File: src/rtl/core/tsr_pkg.sv
// Shared constants and controller/datapath interface types of the stream reassembler.
`default_nettype none
package tsr_pkg;

  // Reorder window depth in bytes; must be a power of two.
  localparam int unsigned WINDOW = 4096;
  localparam int unsigned SLOT_W = $clog2(WINDOW);
  localparam int unsigned DATA_W = 8;
  localparam int unsigned POS_W  = 32;
  localparam int unsigned PCNT_W = 13;
  localparam int unsigned CNT_W  = $clog2(WINDOW + 1);
  localparam int unsigned PEND_W = (CNT_W > PCNT_W) ? CNT_W : PCNT_W;

  localparam logic OP_PUSH = 1'b0;
  localparam logic OP_PULL = 1'b1;

  typedef struct packed {
    logic capture;
    logic clr_en;
    logic rd_en;
    logic exec;
  } cmd_t;

  typedef struct packed {
    logic clr_last;
  } status_t;

endpackage
`default_nettype wire

File: src/rtl/core/tsr_ctrl.sv
// Controller state machine of the stream reassembler.
`default_nettype none
module tsr_ctrl (
  input  wire logic           clk_i,
  input  wire logic           rst_ni,
  input  wire logic           start_i,
  input  wire tsr_pkg::status_t status_i,
  output tsr_pkg::cmd_t       cmd_o,
  output logic                busy_o
);

  typedef enum logic [3:0] {
    ST_CLEAR = 4'b0001,
    ST_IDLE  = 4'b0010,
    ST_READ  = 4'b0100,
    ST_EXEC  = 4'b1000
  } state_e;

  state_e state_q, state_d;

  always_comb begin
    state_d = state_q;
    unique case (state_q)
      ST_CLEAR: if (status_i.clr_last) state_d = ST_IDLE;
      ST_IDLE:  if (start_i) state_d = ST_READ;
      ST_READ:  state_d = ST_EXEC;
      ST_EXEC:  state_d = ST_IDLE;
      default:  state_d = ST_CLEAR;
    endcase
  end

  always_ff @(posedge clk_i or negedge rst_ni) begin
    if (!rst_ni) begin
      state_q <= ST_CLEAR;
    end else begin
      state_q <= state_d;
    end
  end

  always_comb begin
    cmd_o.capture = (state_q == ST_IDLE) && start_i;
    cmd_o.clr_en  = (state_q == ST_CLEAR);
    cmd_o.rd_en   = (state_q == ST_READ);
    cmd_o.exec    = (state_q == ST_EXEC);
  end

  assign busy_o = (state_q != ST_IDLE);

endmodule
`default_nettype wire

File: config.mk
export PLATFORM = sky130hd
export DESIGN_NAME = tsr_ctrl
export DESIGN_NICKNAME = d
export VERILOG_FILES = /design/src/rtl/core/tsr_pkg.sv /design/src/rtl/core/tsr_ctrl.sv
export SDC_FILE = /design/constraint.sdc
export NUM_CORES = 1
export LEC_CHECK = 0
export ABC_AREA = 1
export BUFFER_PORTS_ARGS = -buffer_cell sky130_fd_sc_hd__buf_2
export CORE_AREA = 4 4 41 43
export DETAILED_ROUTE_END_ITERATION = 7
export DIE_AREA = 0 0 45 47
export GPL_TIMING_DRIVEN = 1
export PLACE_DENSITY = 0.42
export SLEW_MARGIN = 20
export SYNTH_ARGS = -nofsm -noshare
export SYNTH_HDL_FRONTEND = slang
export SYNTH_SLANG_ARGS = --single-unit
File: constraint.sdc
create_clock -name clk_i -period 2.5 [get_ports clk_i]
set_input_delay 0 -clock clk_i [delete_from_list [all_inputs] [get_ports clk_i]]
set_output_delay 0 -clock clk_i [all_outputs]
set_load 0.1 [all_outputs]
---- Yosys cells after proc, flatten, opt, wreduce, memory -nomap -nowiden ----
Index checks and enable logic that the tools add are counted.
cells by class
  shifts and indexed selects .............. 0
  mux-type cells .......................... 3
  multipliers ............................. 0
  $add $sub $neg .......................... 0
  equality and inequality tests ........... 7
  $lt $le $gt $ge ......................... 0
  div/mod/pow operators ................... 0
  reductions and logical operators ........ 2
  bitwise gates (word level) .............. 0
operators by type and width
  kind                                           number
  one-hot mux 4 bit (4 select lines)             1
  two-way mux 4 bit                              2
  == test 4 x 1 -> 1 bit, second input constant  1
  == test 4 x 2 -> 1 bit, second input constant  1
  == test 4 x 3 -> 1 bit, second input constant  1
  == test 4 bit, second input constant           1
  != test 2 bit, second input constant           2
  != test 4 x 2 -> 1 bit, second input constant  1
  AND reduction 2 bit                            1
  logical AND 1 bit                              1
word-level totals
  latch bits .............................. 0
  input bits .............................. 4
  bits in writable memories ............... 0
  logic and storage cells ................. 13
  output and inout port bits .............. 5
  memories kept ........................... 0
  flip-flop bits (word level) ............. 4
  bits in read-only memories .............. 0

---- Longest topological paths before layout ----
Gate-level depths: netlist of the first run.
  word-level depth ........................ 3
  mapped depth ............................ 7
  mapped depth without buffers ............ 7

---- Worst setup path after synthesis of the first run ----
No wires, ideal clock.
  path kind ............................... register -> output
  start point ............................. register state_q[3]
  end point ............................... output cmd_o[3] (netlist name)
  data arrival time ....................... 2.169 ns
  stages on the path, launching flop included .. 6
  setup slack ............................. 0.331 ns
  required time ........................... 2.500 ns
  path buffers ............................ 0
  cells stage by stage .................... dfrtp_1 inv_1 nand2_1 nor2_2 inv_2 nor2_1
RTL lines
  what                    RTL line        text
  from (decl)             tsr_ctrl.sv:19  state_e state_q, state_d;
  from (signal assigned)  tsr_ctrl.sv:36  state_q <= state_d;
  to (decl)               tsr_ctrl.sv:8   output tsr_pkg::cmd_t cmd_o,

==> reports/qor.yml, run 1 <==
synth_top_area_cell: "dfrtp_1"
overflow: 0
hold_class: "input pin to flop"
worst-r2r-setup-slack_ns: 1.46
ys_types: 9
worstPathRequired_ns: 2.50
vias_per_cell: 3.706
dieArea_um2: 2115
layout.nets: 58
ant_nets: 0
cts_buffer_depth: 2
ys_seq_area_share_pct: 40.50
place_inst: 63
rows: 13
peakVddDrop_uv: 496.0
ys_seq_elements: 4
stdcell_count: 68
multiInputGateArea_um2: 118.9
final_hold_viol_count: 0
diodes: 0
hold_buffers: 1
cts-buffers-inserted: 3
syn_inst: 40
critical_path_arrival_ns: 1.46
drt_iter0_drc: 7
start_util_pct: 19.23
swShare_pct: 57.80
routabilityCongestion: 0.6955
htree_levels: 1
antenna_found_initial: 0
power_frac_comb_pct: 60.9
worstSetupStartpointType: "flop"
register_area_um2: 101.3
cap_violations: 0
finalMaxSlewViolations: 0
drtPass1Iterations: 4
port_buffers: 8
synth_top_area_share_pct: 30.00
largest_reg_flops: 4
finalCriticalPeriod_ns: 1.460
drc: 0
synth.avg_cell_area_um2: 6.256
powerDensity_nw_per_um2: 1476
die_h_um: 47
fp.coreArea_um2: 1301
top_regs: "state_q: 4 flops"
vias: 252
wl_per_cell_um: 7.338
tritoncts: "yes"
tightest_slew_ns: 0.4904
path_max_fanout: 3
worstSkewPairLatency_ns: 0.23
netlist_area_um2: 250.2
worstSetupPathType: "flop to primary output"
wirelength_um: 499
rsz0062_at_grt: "no"
tns_ns: 0
switchingPower_mw: 0.2947
cts.clk_slew.worst_paths_ns: 0.04
synth_area_leaders: "dfrtp_1 30%, nand2_1 17%, nor2_1 15%"
p_int_mw: 0.2151
status: "finished, final reports clean"
die_w_um: 45
syn-num-nets: 44
finalSetupViolations: 0
slew_headroom_pct: 67.53
pin_count: 9
cts_sinks: 4
max_freq_ghz: 0.6848
grtUsageTotal_pct: 5.547
regMostFlops: "state_q"
drive_above_1_share_pct: 35.85
synthToLayoutAreaGrowth_pct: 38.00
grt_max_degree: 5
grt_pass1_vias: 227
synth_warnings: 0
fillCellCount: 163
post_cts_resized: 0
postCtsSetupBuffers: 0
period_share_pct: 58.41
cts_root_buffer: "clkbuf_4"
p_seq_share_pct: 22.3
clockPowerShare_pct: 16.8
power_leakage_nw: 0.1942
dpl.hpwl_um: 433.5
end_kind: "primary output"
grt_pass1_wl_um: 800
fin_skew_ns: 0.005199
==> cells in the final DEF, fill, tap and decap left out, drive strengths merged <==
cell          n
dlygate4sd3   1
nand2        12
nor2         13
dfstp         1
nand3         3
inv           8
dfrtp         3
clkbuf        4
buf           8
==> power groups by stage <==
stage	Combinational, mW	Clock [mW]	Sequential (mW)
2_1_floorplan	0.272	0	0.111
3_3_place_gp	0.316	0	0.117
3_5_place_dp	0.313	0	0.115
4_1_cts	0.315	0.0902	0.114
5_1_grt	0.338	0.0909	0.118
6_report	0.310	0.0858	0.114
==> routing by layer <==
layer | GRT usage (%) | vias to the layer above | wire length, um
met5 | 0 | - | 0
met1 | 5.505 | 105 | 227
met2 | 8.475 | 7 | 231
li1 | - | 140 | -
met3 | 1.533 | 0 | 40
met4 | 7.018 | 0 | 0
==> worst paths after layout <==
kind / startpoint / end / cells past startpoint
setup / recovery: state_q[3]$_DFFE_PN0P_ / cmd_o[3] / 6
hold / removal: start_i / state_q[2]$_DFFE_PN0P_ / 3
setup reg to reg: state_q[0]$_DFFE_PN1P_ / state_q[1]$_DFFE_PN0P_ / 5
hold reg to reg: state_q[2]$_DFFE_PN0P_ / state_q[3]$_DFFE_PN0P_ / 2
max in group asynchronous: rst_ni / state_q[0]$_DFFE_PN1P_ / 2
min in group asynchronous: rst_ni / state_q[2]$_DFFE_PN0P_ / 2
==> synthesized netlist by cell type <==
cell type / n
inv_1: 5
dfrtp_1: 3
nand2_1: 11
dfstp_2: 1
nor2_1: 10
inv_2: 3
nor2_2: 3
nand2_2: 1
nand3_1: 3
==> worst max-delay path: stages, from the launching register on <==
cell and delay, ns:
dfrtp_1 0.38, inv_1 0.09, nand2_1 0.08, nor2_2 0.12
inv_2 0.05, nor2_1 0.07, buf_2 0.42
==> final cells by class <==
class / count / area share (%)
Clock buffer: 4 / 7.609
Tap cell: 15 / 5.435
Inverter: 8 / 8.696
Sequential cell: 4 / 29.35
Multi-Input combinational cell: 28 / 34.42
Timing Repair Buffer: 9 / 14.49
==> metrics by stage <==
step | instance area [um2] | hold WS [ns] | total power [mW] | util, % | setup slack [ns]
global route | 345.3 | 0.04562 | 0.5469 | 26.54 | 0.9387
detailed placement | 309.0 | -0.1931 | 0.4278 | 23.75 | 1.277
finish | 345.3 | 0.02114 | 0.5098 | 26.54 | 1.040
floorplan | 250.2 | -0.2956 | 0.3830 | - | 0.3306
CTS | 345.3 | 0.02053 | 0.5189 | 26.54 | 1.014
global placement | 309.0 | -0.1901 | 0.4325 | 23.75 | 1.300
==> cells by family after synthesis <==
logic type             count (synthesis)  synth area share, %
and+or+nand+nor                       28                47.50
buffers and inverters                  8                12.00
DFF                                    4                40.50
(Power assumes the default switching activity.)
==> run 2, diff against run 1 <==
==> constraint.sdc (replaced) <==
create_clock -name clk_i -period 1.35 [get_ports clk_i]
set_input_delay 0 -clock clk_i [delete_from_list [all_inputs] [get_ports clk_i]]
set_output_delay 0 -clock clk_i [all_outputs]
set_load 0.1 [all_outputs]
==> reports/qor.yml, run 2 (synthesis gave the netlist of run 1 again) <==
mostFrequentLayoutCells: "10 x nand2_1, 7 x nor2_1, 5 x buf_12, 4 x inv_2"
end_kind: "primary output"
fp.coreArea_um2: 1301  # unchanged
overflow: 0  # unchanged
dpl.hpwl_um: 444.9  # +2.6%
routabilityCongestion: 0.6886  # -0.99%
cts-buffers-inserted: 3  # unchanged
path_max_fanout: 3  # unchanged
grt_pass1_wl_um: 862  # +7.8%
largest_reg_flops: 4  # unchanged
clockPowerShare_pct: 14.2  # -2.6 points
htree_levels: 1  # unchanged
vias_per_cell: 3.779  # +2.0%
worstSkewPairLatency_ns: 0.23  # about the same
worstSetupStartpointType: "flop"
finalMaxSlewViolations: 0  # unchanged
path_buf_inv: 3  # unchanged
die_h_um: 47  # unchanged
r2r_start: "state_q[0]$_DFFE_PN1P_"
switchingPower_mw: 0.6037  # +100%
grt_pass1_vias: 249  # +9.7%
reg2reg_depth: 5  # unchanged
top_regs: "state_q: 4 flops"
drtPass1Iterations: 4  # unchanged
drive_above_1_share_pct: 47.17  # +11 points
worst-r2r-setup-slack_ns: 0.31  # -1.15 ns
peakVddDrop_uv: 932.5  # +88%
slew_headroom_pct: 85.64  # +18 points
stdcell_count: 68  # unchanged
slowest_stage: "dfrtp_1"
cpPeakStageDelay_ns: 0.39  # -0.03 ns
p_int_mw: 0.5321  # +150%
crit_top_cell: "nor2_4"
port_buffers: 8  # unchanged
critical_path_arrival_ns: 1.26  # -0.20 ns
wirelength_um: 510  # +2.2%
max_freq_ghz: 0.7919
worstHoldStart: "status_i"
antenna_found_initial: 0  # unchanged
power_leakage_nw: 0.2175  # +12%
diodes: 0  # unchanged
cts_root_buffer: "clkbuf_4"
swShare_pct: 53.15  # -4.7 points
hold_class: "input pin to flop"
crit_family: "flip-flops"
pin_count: 9  # unchanged
p_seq_share_pct: 18.6  # -3.7 points
place_inst: 63  # unchanged
worstReg2RegEnd: "state_q[1]$_DFFE_PN0P_"
whs_ns: 0.02579  # +0.004655 ns
grt_max_degree: 5  # unchanged
fin_skew_ns: 0.005719  # +0.0005204 ns
regMostFlops: "state_q"
worstPathCellList: "inv_2 > nand2_2 > nor2_4 > inv_4 > nor2_4 > buf_12"
cts_sinks: 4  # unchanged
worstPathRequired_ns: 1.35  # -1.15 ns
finalCriticalPeriod_ns: 1.263
status: "finished, final reports clean"
tns_ns: 0  # unchanged
layout.nets: 58  # unchanged
worstSetupPathType: "flop to primary output"
cts.clk_slew.worst_paths_ns: 0.04  # about the same
powerDensity_nw_per_um2: 2536  # +72%
ant_nets: 0  # unchanged
start_util_pct: 19.23  # unchanged
period_share_pct: 93.54
cap_violations: 0  # unchanged
postCtsSetupBuffers: 0  # unchanged
die_w_um: 45  # unchanged
power_mw: 1.136  # +120%
grtUsageTotal_pct: 5.864  # +0.32 points
final_hold_viol_count: 0  # unchanged
finalSetupViolations: 0  # unchanged
dieArea_um2: 2115  # unchanged
min_to: "state_q[0]$_DFFE_PN1P_"
tritoncts: "yes"
rows: 13  # unchanged
rsz0062_at_grt: "no"
drc: 0  # unchanged
hold_depth: 4  # +1
tightest_slew_ns: 0.2145  # -0.2759 ns
synthToLayoutAreaGrowth_pct: 79.00
final_common_cell: "nand2_1"
wl_per_cell_um: 7.500  # +2.2%
drt_iter0_drc: 3  # -4
power_frac_comb_pct: 67.2  # +6.3 points
cts_buffer_depth: 2  # unchanged
vias: 257  # +2.0%
-- run 2: how the worst max path moves through the flow --
stage	startpoint	to	slack, ns	cells past startpoint
2_1_floorplan	state_q[3]$_DFFE_PN0P_	cmd_o[3]	-0.36	5
3_3_place_gp	state_q[0]$_DFFE_PN1P_	state_q[0]$_DFFE_PN1P_	0.29	6
3_5_place_dp	state_q[3]$_DFFE_PN0P_	cmd_o[3]	0.27	6
4_1_cts	state_q[3]$_DFFE_PN0P_	cmd_o[3]	0.002	6
5_1_grt	state_q[3]$_DFFE_PN0P_	cmd_o[3]	0.009	6
6_report	state_q[3]$_DFFE_PN0P_	cmd_o[3]	0.09	6
-- run 2: what timing repair did --
item | in CTS | in global routing
endpoints found under the hold margin | 4 | 0
resized for setup | 0 | 6
hold buffers | 1 | 0
endpoints found under the setup margin | 0 | 1
-- run 2: stage by stage --
step                utilization (%)  setup slack (ns)  instance area (um2)
floorplan                         -           -0.3645                262.8
global placement              30.48            0.2855                396.6
detailed placement            30.48            0.2679                396.6
CTS                           33.27          0.002484                432.9
global route                  34.42          0.008754                447.9
finish                        34.42           0.08719                447.9
-- run 2: power by group through the flow --
stage | combinational, mW | sequential [mW] | clock [mW]
2_1_floorplan | 0.528 | 0.205 | 0
3_3_place_gp | 0.748 | 0.216 | 0
3_5_place_dp | 0.745 | 0.212 | 0
4_1_cts | 0.748 | 0.210 | 0.171
5_1_grt | 0.815 | 0.214 | 0.183
6_report | 0.763 | 0.212 | 0.162
-- run 2: worst register-to-register path, stage by stage (launching register included) --
cell and delay [ns]:
dfstp_2 0.55, inv_2 0.06, nor2_2 0.09, nand3_1 0.09
nand3_1 0.09, nand2_1 0.05
-- run 2: cell type report --
| cell class | instances | area [um2] |
|---|---|---|
| timing repair buffer | 9 | 125.1 |
| clock buffer | 4 | 26.28 |
| sequential | 4 | 101.3 |
| inverter | 8 | 32.53 |
| tap | 15 | 18.77 |
| fill | 142 | 853.3 |
| multi-input combinational | 28 | 143.9 |
-- run 2: layer usage --
layer	up-vias	track usage [%]	wire, um
met5	-	0	0
met2	9	10.17	249
met3	0	2.299	37
met1	103	5.275	222
li1	145	-	-
met4	0	5.263	0
==> run 3, diff against run 2 <==
--- a/config.mk
+++ b/config.mk
@@ -11,6 +11,7 @@
 export DETAILED_ROUTE_END_ITERATION = 7
 export DIE_AREA = 0 0 45 47
 export GPL_TIMING_DRIVEN = 1
+export HOLD_SLACK_MARGIN = 0.03
 export PLACE_DENSITY = 0.42
 export SLEW_MARGIN = 20
 export SYNTH_ARGS = -nofsm -noshare
==> reports/qor.yml, run 3 (synthesis gave the netlist of run 1 again) <==
cpPeakStageDelay_ns: 0.39  # about the same
synthToLayoutAreaGrowth_pct: 87.00
slowest_stage: "dfrtp_1"
vias_per_cell: 3.757  # -0.59%
final_hold_viol_count: 0  # unchanged
largest_reg_flops: 4  # unchanged
routabilityCongestion: 0.6886  # unchanged
htree_levels: 1  # unchanged
worstSkewPairLatency_ns: 0.23  # about the same
cts_root_buffer: "clkbuf_4"
regMostFlops: "state_q"
status: "finished, final reports clean"
antenna_found_initial: 0  # unchanged
critical_path_arrival_ns: 1.26  # about the same
die_h_um: 47  # unchanged
start_util_pct: 19.23  # unchanged
mostFrequentLayoutCells: "10 x nand2_1, 7 x nor2_1, 5 x buf_12, 4 x inv_2"
cts_sinks: 4  # unchanged
worstSetupStartpointType: "flop"
finalCriticalPeriod_ns: 1.263  # +0.000008500 ns
grt_pass1_wl_um: 890  # +3.2%
drt_iter0_drc: 3  # unchanged
worst-r2r-setup-slack_ns: 0.31  # about the same
worstReg2RegEnd: "state_q[1]$_DFFE_PN0P_"
drive_above_1_share_pct: 45.45  # -1.7 points
final_common_cell: "nand2_1"
cts.clk_slew.worst_paths_ns: 0.04  # about the same
top_regs: "state_q: 4 flops"
path_buf_inv: 3  # unchanged
wl_per_cell_um: 7.543  # +0.57%
finalSetupViolations: 0  # unchanged
grt.busiest_layer: "met2"
rows: 13  # unchanged
hold_class: "input pin to asynchronous set/reset pin"
dpl.hpwl_um: 444.9  # unchanged
layout.nets: 60  # +3.4%
tritoncts: "yes"
fp.coreArea_um2: 1301  # unchanged
r2r_start: "state_q[0]$_DFFE_PN1P_"
rsz0062_at_grt: "no"
gr-usage-met2_pct: 10.17  # unchanged
grt_pass1_vias: 255  # +2.4%
power_leakage_nw: 0.2259  # +3.8%
diodes: 0  # unchanged
worstSetupPathType: "flop to primary output"
port_buffers: 8  # unchanged
slew_headroom_pct: 85.64  # unchanged
fin_skew_ns: 0.005719  # unchanged
worstPathRequired_ns: 1.35  # about the same
grt_max_degree: 5  # unchanged
drtPass1Iterations: 4  # unchanged
cap_violations: 0  # unchanged
wirelength_um: 528  # +3.5%
die_w_um: 45  # unchanged
period_share_pct: 93.54  # about the same
max_freq_ghz: 0.7919  # about the same
overflow: 0  # unchanged
crit_top_cell: "nor2_4"
grtUsageTotal_pct: 6.022  # +0.16 points
grt_util_met3_pct: 2.299  # unchanged
fin_ws_ns: 0.08718  # -0.000008500 ns
power_mw: 1.140  # +0.39%
powerDensity_nw_per_um2: 2437  # -3.9%
ant_nets: 0  # unchanged
reg2reg_depth: 5  # unchanged
place_ws_ns: 0.2679  # unchanged
pin_count: 9  # unchanged
use_met1_pct: 5.734  # +0.46 points
end_kind: "primary output"
finalMaxSlewViolations: 0  # unchanged
tightest_slew_ns: 0.2145  # unchanged
cts-buffers-inserted: 3  # unchanged
crit_family: "flip-flops"
peakVddDrop_uv: 932.5  # about the same
dieArea_um2: 2115  # unchanged
path_max_fanout: 3  # unchanged
cts_buffer_depth: 2  # unchanged
worstPathCellList: "inv_2 > nand2_2 > nor2_4 > inv_4 > nor2_4 > buf_12"
vias: 263  # +2.3%
drc: 0  # unchanged
run 3: area by class of cell:
cell class | instances | area (um2)
inverters | 8 | 32.53
repair buffers | 11 | 145.1
multi-input cells | 28 | 143.9
flip-flops and latches | 4 | 101.3
fillers | 139 | 833.3
clock buffers | 4 | 26.28
well taps | 15 | 18.77
run 3: timing repair:
action,CTS,global route
buffers inserted,0,0
setup endpoints to repair,0,1
endpoints found under the hold margin,6,0
resized for setup,0,6
hold buffers,3,0
run 3: worst max-delay path by stage:
stage                                         to  slack, ns  depth (start not counted)              startpoint
after floorplan                         cmd_o[3]      -0.36                          5  state_q[3]$_DFFE_PN0P_
final                                   cmd_o[3]       0.09                          6  state_q[3]$_DFFE_PN0P_
after global routing                    cmd_o[3]      0.009                          6  state_q[3]$_DFFE_PN0P_
after CTS                               cmd_o[3]      0.002                          6  state_q[3]$_DFFE_PN0P_
after detailed placement                cmd_o[3]       0.27                          6  state_q[3]$_DFFE_PN0P_
after global placement    state_q[0]$_DFFE_PN1P_       0.29                          6  state_q[0]$_DFFE_PN1P_
run 3: through the flow:
stage | setup TNS (ns) | instances | instance area (um2) | hold slack, ns | utilization (%)
floorplan | -0.4151 | 40 | 262.8 | -0.2956 | -
detailed placement | 0 | 63 | 396.6 | -0.1894 | 30.48
global route | 0 | 70 | 467.9 | 0.09295 | 35.96
CTS | 0 | 70 | 452.9 | 0.08393 | 34.81
finish | 0 | 70 | 467.9 | 0.09436 | 35.96
global placement | 0 | 63 | 396.6 | -0.1902 | 30.48
run 3: worst reg2reg max path, stage by stage, from the launching register on:
cell,delay [ns]
dfstp_2,0.55
inv_2,0.06
nor2_2,0.09
nand3_1,0.09
nand3_1,0.09
nand2_1,0.05
run 3: where the power goes:
group	switching (mW)	internal (mW)	leakage (nW)	total [mW]
Clock	0.0505	0.111	0.0150	0.162
Combinational	0.512	0.255	0.160	0.767
Sequential	0.0417	0.170	0.0507	0.211
run 3: layer usage:
| layer | wire length, um | part of all wire [%] |
|---|---|---|
| met3 | 34 | 6.4 |
| met5 | 0 | 0 |
| met1 | 234 | 44 |
| met2 | 259 | 49 |
| met4 | 0 | 0 |
